File: src/rtl/mvf_pkg.sv
// Shared types and constants for the motor voltage feedforward unit.
// Used by mvf_ctrl, mvf_datapath and motor_voltage_feedforward_unit.
`default_nettype none

package mvf_pkg;

  localparam int unsigned InDataW  = 80;   // current 24, position 32, interval 24
  localparam int unsigned OutDataW = 96;   // voltage 32, velocity 32, rate 32
  localparam int unsigned CfgIdxW  = 3;
  localparam int unsigned CfgDataW = 32;

  localparam logic [CfgIdxW-1:0] CFG_NOMINAL_PERIOD  = 3'd0;
  localparam logic [CfgIdxW-1:0] CFG_FILTER_GAIN     = 3'd1;
  localparam logic [CfgIdxW-1:0] CFG_FILTER_POLE     = 3'd2;
  localparam logic [CfgIdxW-1:0] CFG_EMF_GAIN        = 3'd3;
  localparam logic [CfgIdxW-1:0] CFG_RESISTANCE_GAIN = 3'd4;
  localparam logic [CfgIdxW-1:0] CFG_INDUCTANCE_GAIN = 3'd5;

  localparam logic [23:0] NominalPeriodReset = 24'd1000;

  typedef enum logic [3:0] {
    ST_IDLE,
    ST_RATE_GAIN,
    ST_RATE_POLE,
    ST_VEL_GAIN,
    ST_VEL_POLE,
    ST_VEL_SUM,
    ST_V_IND,
    ST_V_RES,
    ST_V_EMF,
    ST_DONE
  } ctrl_state_e;

  typedef enum logic [2:0] {
    MUL_RATE_GAIN,
    MUL_RATE_POLE,
    MUL_VEL_GAIN,
    MUL_VEL_POLE,
    MUL_IND,
    MUL_RES,
    MUL_EMF
  } mul_sel_e;

  typedef enum logic [1:0] {
    ACC_HOLD,
    ACC_LOAD,
    ACC_ADD
  } acc_op_e;

  typedef struct packed {
    logic     load_in;
    mul_sel_e mul_sel;
    acc_op_e  acc_op;
    logic     wr_rate;
    logic     wr_vel;
    logic     wr_hist;
    logic     wr_out;
  } dp_cmd_t;

  typedef struct packed {
    logic out_stall;
  } dp_sts_t;

endpackage

`default_nettype wire

File: src/rtl/mvf_ctrl.sv
// Sequencer for the motor voltage feedforward unit: steps the shared
// multiplier and accumulator through the two differentiators and the sum.
// Depends on mvf_pkg.
`default_nettype none

module mvf_ctrl
  import mvf_pkg::*;
(
  input  wire logic    clk_i,
  input  wire logic    rst_ni,
  input  wire logic    in_valid_i,
  output logic         in_ready_o,
  input  wire dp_sts_t sts_i,
  output dp_cmd_t      cmd_o
);

  ctrl_state_e state_q, state_d;

  always_ff @(posedge clk_i or negedge rst_ni) begin
    if (!rst_ni) begin
      state_q <= ST_IDLE;
    end else begin
      state_q <= state_d;
    end
  end

  always_comb begin
    state_d       = state_q;
    in_ready_o    = 1'b0;
    cmd_o         = '0;
    cmd_o.mul_sel = MUL_RATE_GAIN;
    cmd_o.acc_op  = ACC_HOLD;
    unique case (state_q)
      ST_IDLE: begin
        in_ready_o = 1'b1;
        if (in_valid_i) begin
          cmd_o.load_in = 1'b1;
          state_d       = ST_RATE_GAIN;
        end
      end
      ST_RATE_GAIN: begin
        cmd_o.mul_sel = MUL_RATE_GAIN;
        state_d       = ST_RATE_POLE;
      end
      ST_RATE_POLE: begin
        cmd_o.mul_sel = MUL_RATE_POLE;
        cmd_o.acc_op  = ACC_LOAD;
        state_d       = ST_VEL_GAIN;
      end
      ST_VEL_GAIN: begin
        cmd_o.mul_sel = MUL_VEL_GAIN;
        cmd_o.acc_op  = ACC_ADD;
        state_d       = ST_VEL_POLE;
      end
      ST_VEL_POLE: begin
        // current derivative sum is complete: round it and start position
        cmd_o.mul_sel = MUL_VEL_POLE;
        cmd_o.acc_op  = ACC_LOAD;
        cmd_o.wr_rate = 1'b1;
        state_d       = ST_VEL_SUM;
      end
      ST_VEL_SUM: begin
        cmd_o.mul_sel = MUL_IND;
        cmd_o.acc_op  = ACC_ADD;
        state_d       = ST_V_IND;
      end
      ST_V_IND: begin
        cmd_o.mul_sel = MUL_RES;
        cmd_o.acc_op  = ACC_LOAD;
        cmd_o.wr_vel  = 1'b1;
        cmd_o.wr_hist = 1'b1;
        state_d       = ST_V_RES;
      end
      ST_V_RES: begin
        cmd_o.mul_sel = MUL_EMF;
        cmd_o.acc_op  = ACC_ADD;
        state_d       = ST_V_EMF;
      end
      ST_V_EMF: begin
        cmd_o.acc_op = ACC_ADD;
        state_d      = ST_DONE;
      end
      ST_DONE: begin
        // hold until the output register is free
        if (!sts_i.out_stall) begin
          cmd_o.wr_out = 1'b1;
          state_d      = ST_IDLE;
        end
      end
      default: begin
        state_d = ST_IDLE;
      end
    endcase
  end

endmodule

`default_nettype wire

File: src/rtl/mvf_datapath.sv
// Datapath of the motor voltage feedforward unit: configuration registers,
// sample history, shared 33x33 multiplier, accumulator and output register.
// Depends on mvf_pkg.
`default_nettype none

module mvf_datapath
  import mvf_pkg::*;
(
  input  wire logic                clk_i,
  input  wire logic                rst_ni,
  input  wire logic                cfg_we_i,
  input  wire logic [CfgIdxW-1:0]  cfg_idx_i,
  input  wire logic [CfgDataW-1:0] cfg_data_i,
  input  wire logic [InDataW-1:0]  in_data_i,
  input  wire logic                out_ready_i,
  output logic                     out_valid_o,
  output logic [OutDataW-1:0]      out_data_o,
  output logic                     out_ok_o,
  input  wire dp_cmd_t             cmd_i,
  output dp_sts_t                  sts_o
);

  // configuration
  logic [23:0]        period_q;
  logic [30:0]        gain_q;
  logic [16:0]        pole_q;
  logic signed [31:0] emf_q, res_q, ind_q;

  // item and history
  logic signed [23:0] cur_q, lcur_q;
  logic signed [31:0] pos_q, lpos_q;
  logic signed [31:0] lrate_q, lvel_q;
  logic               ok_q;

  logic signed [32:0] mul_a, mul_b;
  logic signed [65:0] prod_q;
  logic signed [67:0] acc_q;
  logic signed [31:0] acc_sat;

  logic               out_valid_q;
  logic signed [31:0] out_volt_q, out_vel_q, out_rate_q;
  logic               out_ok_q;

  logic [23:0] in_dt;
  logic [27:0] ten_dt, nine_ts, eleven_ts;
  logic        in_ok;

  function automatic logic signed [31:0] round_sat(input logic signed [67:0] v);
    logic signed [67:0] t;
    logic signed [51:0] s;
    t = v + 68'sd32768;
    s = t[67:16];
    if (s > 52'sd2147483647) begin
      round_sat = 32'sh7fffffff;
    end else if (s < -52'sd2147483648) begin
      round_sat = 32'sh80000000;
    end else begin
      round_sat = s[31:0];
    end
  endfunction

  // window test on shifts and adds: 10*dt > 9*ts and 10*dt < 11*ts
  assign in_dt     = in_data_i[79:56];
  assign ten_dt    = ({4'b0, in_dt} << 3) + ({4'b0, in_dt} << 1);
  assign nine_ts   = ({4'b0, period_q} << 3) + {4'b0, period_q};
  assign eleven_ts = ({4'b0, period_q} << 3) + ({4'b0, period_q} << 1) + {4'b0, period_q};
  assign in_ok     = (ten_dt > nine_ts) && (ten_dt < eleven_ts);

  always_ff @(posedge clk_i or negedge rst_ni) begin
    if (!rst_ni) begin
      period_q <= NominalPeriodReset;
      gain_q   <= '0;
      pole_q   <= '0;
      emf_q    <= '0;
      res_q    <= '0;
      ind_q    <= '0;
    end else if (cfg_we_i) begin
      unique case (cfg_idx_i)
        CFG_NOMINAL_PERIOD:  period_q <= cfg_data_i[23:0];
        CFG_FILTER_GAIN:     gain_q   <= cfg_data_i[30:0];
        CFG_FILTER_POLE:     pole_q   <= cfg_data_i[16:0];
        CFG_EMF_GAIN:        emf_q    <= cfg_data_i;
        CFG_RESISTANCE_GAIN: res_q    <= cfg_data_i;
        CFG_INDUCTANCE_GAIN: ind_q    <= cfg_data_i;
        default: ;
      endcase
    end
  end

  always_comb begin
    mul_a = '0;
    mul_b = '0;
    case (cmd_i.mul_sel)
      MUL_RATE_GAIN: begin
        mul_a = {2'b00, gain_q};
        mul_b = 33'(cur_q) - 33'(lcur_q);
      end
      MUL_RATE_POLE: begin
        mul_a = {16'b0, pole_q};
        mul_b = 33'(lrate_q);
      end
      MUL_VEL_GAIN: begin
        mul_a = {2'b00, gain_q};
        mul_b = 33'(pos_q) - 33'(lpos_q);
      end
      MUL_VEL_POLE: begin
        mul_a = {16'b0, pole_q};
        mul_b = 33'(lvel_q);
      end
      MUL_IND: begin
        mul_a = 33'(ind_q);
        mul_b = 33'(lrate_q);
      end
      MUL_RES: begin
        mul_a = 33'(res_q);
        mul_b = 33'(cur_q);
      end
      MUL_EMF: begin
        mul_a = 33'(emf_q);
        mul_b = 33'(lvel_q);
      end
      default: ;
    endcase
  end

  assign acc_sat = round_sat(acc_q);

  // payload registers
  always_ff @(posedge clk_i) begin
    prod_q <= mul_a * mul_b;
    case (cmd_i.acc_op)
      ACC_LOAD: acc_q <= 68'(prod_q);
      ACC_ADD:  acc_q <= acc_q + 68'(prod_q);
      default:  acc_q <= acc_q;
    endcase
    if (cmd_i.load_in) begin
      cur_q <= in_data_i[23:0];
      pos_q <= in_data_i[55:24];
    end
    if (cmd_i.wr_out) begin
      out_volt_q <= acc_sat;
      out_vel_q  <= lvel_q;
      out_rate_q <= lrate_q;
      out_ok_q   <= ok_q;
    end
  end

  always_ff @(posedge clk_i or negedge rst_ni) begin
    if (!rst_ni) begin
      lcur_q      <= '0;
      lpos_q      <= '0;
      lrate_q     <= '0;
      lvel_q      <= '0;
      ok_q        <= 1'b0;
      out_valid_q <= 1'b0;
    end else begin
      if (cmd_i.load_in) begin
        ok_q <= in_ok;
      end
      // hold the derivatives when the interval is outside the window
      if (cmd_i.wr_rate && ok_q) begin
        lrate_q <= acc_sat;
      end
      if (cmd_i.wr_vel && ok_q) begin
        lvel_q <= acc_sat;
      end
      if (cmd_i.wr_hist) begin
        lcur_q <= cur_q;
        lpos_q <= pos_q;
      end
      if (cmd_i.wr_out) begin
        out_valid_q <= 1'b1;
      end else if (out_ready_i) begin
        out_valid_q <= 1'b0;
      end
    end
  end

  assign sts_o.out_stall = out_valid_q && !out_ready_i;
  assign out_valid_o     = out_valid_q;
  assign out_data_o      = {out_rate_q, out_vel_q, out_volt_q};
  assign out_ok_o        = out_ok_q;

endmodule

`default_nettype wire

File: src/rtl/motor_voltage_feedforward_unit.sv
// Motor voltage feedforward unit, one joint: top level joining the sequencer
// and the datapath. Depends on mvf_pkg, mvf_ctrl and mvf_datapath.
//
// Usage:
//   s_axis carries one motor sample per transaction: measured current,
//   position and the ticks since the previous sample. m_axis returns one
//   result per sample: drive voltage, velocity, current rate and, in tuser,
//   the timing flag (derivatives updated this sample).
//   Configuration is written through cfg_we_i/cfg_idx_i/cfg_data_i while
//   the unit is idle; indexes above five are ignored.
//   The unit works on one sample at a time, as the seven products
//   share one 33x33 multiplier and the accumulator behind it.
//   The unit takes the next sample while a finished result still waits on
//   m_axis; if the receiver stalls, that next result holds in the last step
//   until the output register is free.
//   Reset: registers return to their defaults (nominal period 1000, all
//   gains zero) and the sample history and derivatives clear to zero.
`default_nettype none

module motor_voltage_feedforward_unit
  import mvf_pkg::*;
(
  input  wire logic                clk_i,
  input  wire logic                rst_ni,
  input  wire logic                cfg_we_i,
  input  wire logic [CfgIdxW-1:0]  cfg_idx_i,
  input  wire logic [CfgDataW-1:0] cfg_data_i,
  input  wire logic                s_axis_tvalid,
  output logic                     s_axis_tready,
  // current_sample[23:0], position_sample[55:24], interval_ticks[79:56]
  input  wire logic [InDataW-1:0]  s_axis_tdata,
  output logic                     m_axis_tvalid,
  input  wire logic                m_axis_tready,
  // drive_voltage[31:0], velocity[63:32], current_rate[95:64]
  output logic [OutDataW-1:0]      m_axis_tdata,
  // timing_ok[0]
  output logic                     m_axis_tuser
);

  dp_cmd_t cmd;
  dp_sts_t sts;

  mvf_ctrl u_ctrl (
    .clk_i      (clk_i),
    .rst_ni     (rst_ni),
    .in_valid_i (s_axis_tvalid),
    .in_ready_o (s_axis_tready),
    .sts_i      (sts),
    .cmd_o      (cmd)
  );

  mvf_datapath u_datapath (
    .clk_i       (clk_i),
    .rst_ni      (rst_ni),
    .cfg_we_i    (cfg_we_i),
    .cfg_idx_i   (cfg_idx_i),
    .cfg_data_i  (cfg_data_i),
    .in_data_i   (s_axis_tdata),
    .out_ready_i (m_axis_tready),
    .out_valid_o (m_axis_tvalid),
    .out_data_o  (m_axis_tdata),
    .out_ok_o    (m_axis_tuser),
    .cmd_i       (cmd),
    .sts_o       (sts)
  );

  // a sample in flight blocks the next one
  a_busy_after_accept: assert property (@(posedge clk_i) disable iff (!rst_ni)
    (s_axis_tvalid && s_axis_tready) |=> !s_axis_tready)
    else $error("input accepted while a sample is in flight");

  a_no_overwrite: assert property (@(posedge clk_i) disable iff (!rst_ni)
    cmd.wr_out |-> !(m_axis_tvalid && !m_axis_tready))
    else $error("result written over a stalled result");

  a_result_from_work: assert property (@(posedge clk_i) disable iff (!rst_ni)
    cmd.wr_out |-> !s_axis_tready)
    else $error("result written while the sequencer is idle");

  a_history_before_out: assert property (@(posedge clk_i) disable iff (!rst_ni)
    cmd.wr_hist |-> !cmd.load_in && !cmd.wr_out)
    else $error("history update overlaps load or output write");

endmodule

`default_nettype wire
File: config.mk
export PLATFORM = sky130hd
export DESIGN_NAME = motor_voltage_feedforward_unit
export DESIGN_NICKNAME = d
export VERILOG_FILES = /design/src/rtl/mvf_pkg.sv /design/src/rtl/mvf_ctrl.sv /design/src/rtl/mvf_datapath.sv /design/src/rtl/motor_voltage_feedforward_unit.sv
export SDC_FILE = /design/constraint.sdc
export NUM_CORES = 2
export LEC_CHECK = 0
export BUFFER_PORTS_ARGS = -buffer_cell sky130_fd_sc_hd__clkbuf_2
export CAP_MARGIN = 0
export CORE_UTILIZATION = 65
export DETAILED_ROUTE_END_ITERATION = 10
export PLACE_DENSITY = 0.83
export RECOVER_POWER = 25
export REMOVE_ABC_BUFFERS = 1
export SLEW_MARGIN = 40
export SYNTH_ARGS = -nofsm -noshare
export SYNTH_HDL_FRONTEND = slang
export SYNTH_HIERARCHICAL = 1
export SYNTH_SLANG_ARGS = --single-unit
File: constraint.sdc
create_clock -name clk_i -period 14.89 [get_ports clk_i]
set_clock_uncertainty 0.05 [all_clocks]
set_input_delay 2.978 -clock clk_i [delete_from_list [all_inputs] [get_ports clk_i]]
set_output_delay 2.978 -clock clk_i [all_outputs]
set_load 0.01 [all_outputs]
# == Yosys cells after proc, flatten, opt, wreduce, memory -nomap -nowiden ==
# Cells that the tools add are included.
# totals
register_bits,581
inputBits,120
# op_classes
addsub,8
n_mul,1
n_lt_le_gt_ge,4
eq_ne,24
mux,19
reduce_logical,23
# op_table
operator,n
33-bit one-hot mux with 5 select lines,2
68-bit one-hot mux with 2 select lines,1
68-bit by 17-bit adder with 68-bit output (second input constant),1
68-bit by 66-bit adder with 68-bit output,1
33-bit by 33-bit multiplier with 66-bit output,1
32-bit 2-to-1 mux,2
27-bit by 25-bit adder with 28-bit output,2
52-bit by 32-bit greater-than comparator with 1-bit output (second input constant),1
52-bit by 32-bit less-than comparator with 1-bit output (second input constant),1
4-bit one-hot mux with 10 select lines,1
32-bit by 32-bit subtractor with 33-bit output,1
27-bit by 24-bit adder with 28-bit output,1
28-bit by 24-bit adder with 28-bit output,1
28-bit greater-than comparator,1
28-bit less-than comparator,1
24-bit by 24-bit subtractor with 25-bit output,1
3-bit one-hot mux with 6 select lines,1
4-bit by 3-bit equality test with 1-bit output (second input constant),4
3-bit equality test (second input constant),5
2-bit AND reduction,7
3-bit by 2-bit equality test with 1-bit output (second input constant),4
4-bit by 2-bit equality test with 1-bit output (second input constant),2
4-bit equality test (second input constant),2
1-bit 2-to-1 mux,8
other kinds (16),27

# == Longest topological paths before layout ==
# depth
word_depth,6
mapped_depth,43
ltp_nobuf,41

# == By module ==
# Netlist, hierarchy kept.
# modules_own_cells
module,instances,cells_per_inst,area_per_inst_um2,seq_area_each_um2
mvf_datapath,1,7314,70976.8,15222.1
mvf_ctrl,1,37,305.3,100.1

# == Worst setup path after synthesis ==
# No wires, ideal clock.
# synth_timing
path_kind,flip-flop to flip-flop
startpoint,register u_ctrl.state_q[2]
endpoint,register u_datapath.prod_q[60]
arrival_ns,9.910
required_time_ns,14.768
setup_slack_ns,4.858
stages_incl_launch_ff,38
n_path_buf,5
period_less_slack_ns,10.032
cell_sequence,dfrtp_1 -> or3b_1 -> a21oi_1 -> clkbuf_1 -> clkbuf_1 -> clkbuf_1 -> buf_1 -> mux2i_1 -> nor2_1 -> a221o_1 -> and2_1 -> fa_1 -> inv_1 -> fa_1 -> inv_1 -> fa_1 -> inv_1 -> fa_1 -> [... 2 more ...] -> fa_1 -> fa_1 -> inv_1 -> fa_1 -> inv_1 -> ha_1 -> clkbuf_1 -> nand3_1 -> nor2_1 -> a221o_1 -> a21oi_1 -> o211ai_1 -> o2111ai_1 -> nand2_1 -> a41o_1 -> a21o_1 -> a21oi_1 -> xnor2_1
# synth_lines
item,line,text
start: declaration,mvf_ctrl.sv:17,"ctrl_state_e state_q, state_d;"
start signal: assignment,mvf_ctrl.sv:23,state_q <= state_d;
end signal: assignment,mvf_datapath.sv:130,prod_q <= mul_a * mul_b;
end: declaration,mvf_datapath.sv:36,logic signed [65:0] prod_q;

==> results.ini <==
[outcome]
status=finished with violations
violations=capacitance limit, slew limit

[detailed_routing]
drt-total-wl_mm=206
vias_per_cell=6.24
drc_errors=0
drtAntennaViolNets=0
vias=55500
wl_per_cell_um=23.2
drtPass1Iterations=6
drtIter0Drc=5968

[placement]
finalWeightedCongestion=1.00
pre_cts_slack_ns=3.13
dp_hpwl_mm=158
port_buffers=218

[worst_setup_path]
cp_data_arrival_time_ns=12.45
cpPeakStageDelay_ns=0.61
crit_path_start_kind=flop
end_kind=flop
worstPathRequired_ns=15.36
worstSetupPathType=reg -> reg
slowest_stage=a21oi_4
crit_path_max_fanout=46
path_common_cell=fa_1
reg2reg_depth=32

[clock_tree]
post_cts_buffers=0
tritoncts=built
clkTransAtPathRegs_ns=0.06
ctsHoldBuffers=0
insertion_delay_ns=0.68
cts.sinks=581
htree_num_levels=3
cts_inserted_buffers=66
cts.repair.resized=0
cts-root-buf=clkbuf_16
cts.path.max_buffers=3

[grt]
antenna_found_initial=4
overflow=0
grt_util_met3_pct=8.88
grt_pass1_wl_mm=323
grt_max_degree=112
grt_util_met2_pct=60.6
busiest_layer=met2
gr-usage-met1_pct=48.4
first_global_vias=59000
grtUsageTotal_pct=37.9

[die]
core_area_um2=109000
die_height_um=333
initial_core_util_pct=65.5
fp.dieW_um=333
ioPinCount=219
dieArea_um2=111000
rows=121

[timing]
period_share_pct=80.5
finalCriticalPeriod_ns=11.99
fin_setup_tns_ns=0
drv_slew=294
hold_viol_final=0
setup_viol=0
rsz0062_at_grt=false
max_freq_ghz=0.0834
setup_slack_ns=2.90
tightestPinTransition_ns=4.31
slew_headroom_pct=-187

[layout]
area_growth_pct=6.87
multi_input_area_um2=50300
utilization_pct=70.0
fin_nets=9153
seq_area_um2=15300
regMostFlops=u_datapath/acc_q
nFillCells=7904
drive_gt1_share_pct=10.4
largest_reg_flops=68
largestRegisters=u_datapath/acc_q x68, u_datapath/prod_q x66

[synthesis]
yosys_warnings=6
synth_ff_type=dfrtp_1
synthCells=7351
ys_seq_area_share_pct=21.5
async_flop_share_pct=50.6
synth_area_leaders=fa_1 32%, dfrtp_1 10%, edfxtp_1 9.3%
netlist_area_um2=71300
synthDistinctLibCells=96
netlist.area_leader.share_pct=32.3
synth.most_common_cell=inv_1
syn_avg_cell_area_um2=9.70
ys_ff_latch=581
yosysTopAreaCell=fa_1
synth_edf_count=221
synth_commonest_cells=1214 x inv_1, 1149 x fa_1, 1060 x nand2_1

[run]
max_cap_viol_count=4

[hold_path]
hp-class=reg -> reg
whs_path_depth=0

## cell usage in the layout, fill, tap and decap left out, drive strengths merged, types with 13 or more instances in the layout
master,count
nand3,62
ha,464
a21oi,327
a31oi,22
a211oi,32
nor2b,34
and2,117
nor2,383
nor3,62
fa,1149
o21bai,42
and3,35
o211ai,19
o21ai,249
xnor2,149
edfxtp,221
or2,30
o31ai,17
o21a,56
nand2,1061
a221o,25
dfxtp,66
xor2,106
a21o,123
dfrtp,288
inv,1225
mux2i,49
nor4,13
nand2b,72
or3,22
mux2,238
and4,22
a221oi,22
nand4,74
clkbuf,316
buf,97
## worst max-delay path: cells and delay by family, from the launching register on
family          cells  cell delay (ns)
compound gates     11             3.09
simple gates        6             2.30
fa+ha+maj           9             4.31
flops               1             0.54
buf+inv             6             1.49
## kinds of logic after synthesis
family,after synthesis,synth area share [%]
fa+ha+maj,1613,40.4
flops,581,21.5
mux,287,4.47
simple gates,2020,12.7
buf+inv,1540,8.22
compound gates,1055,9.59
xor+xnor,255,3.13
## final cells by class
class | instances | share of cell area (%)
Clock buffer | 91 | 2.51
Antenna cell | 1 | 0.00328
Inverter | 1218 | 6.00
Sequential cell | 581 | 20.1
Tap cell | 1414 | 2.32
Clock inverter | 29 | 0.493
Timing Repair Buffer | 323 | 2.47
Multi-Input combinational cell | 5230 | 66.1
## final timing paths
| path | start | to | slack (ns) |
|---|---|---|---|
| max | u_ctrl/state_q[0] | u_datapath/prod_q[55] | 2.90 |
| min | u_datapath/lrate_q[28] | u_datapath/out_rate_q[28] | 0.42 |
| max reg2reg | u_ctrl/state_q[0] | u_datapath/prod_q[55] | 2.90 |
| min reg2reg | u_datapath/lrate_q[28] | u_datapath/out_rate_q[28] | 0.42 |
| max in group asynchronous | rst_ni | u_datapath/period_q[1] | 8.49 |
| min in group asynchronous | rst_ni | u_datapath/out_valid_o | 3.08 |
## stage by stage
step | area (µm²) | cells | hold WS (ns)
3_3_place_gp | 73800 | 8756 | 0.401
2_1_floorplan | 70000 | 7029 | 0.392
6_report | 76200 | 8887 | 0.423
3_5_place_dp | 73900 | 8762 | 0.409
5_1_grt | 76200 | 8886 | 0.438
4_1_cts | 76200 | 8882 | 0.425
## layer usage
metal / up-vias / part of all wire (%)
li1: 23800 / -
met1: 27600 / 36
met2: 3305 / 46
met3: 786 / 11
met4: 6 / 5.9
met5: - / 0.021
Power is left out: the tool's default activity adds up to more than one toggle a clock period on the data nets, which glitch-free logic cannot reach.
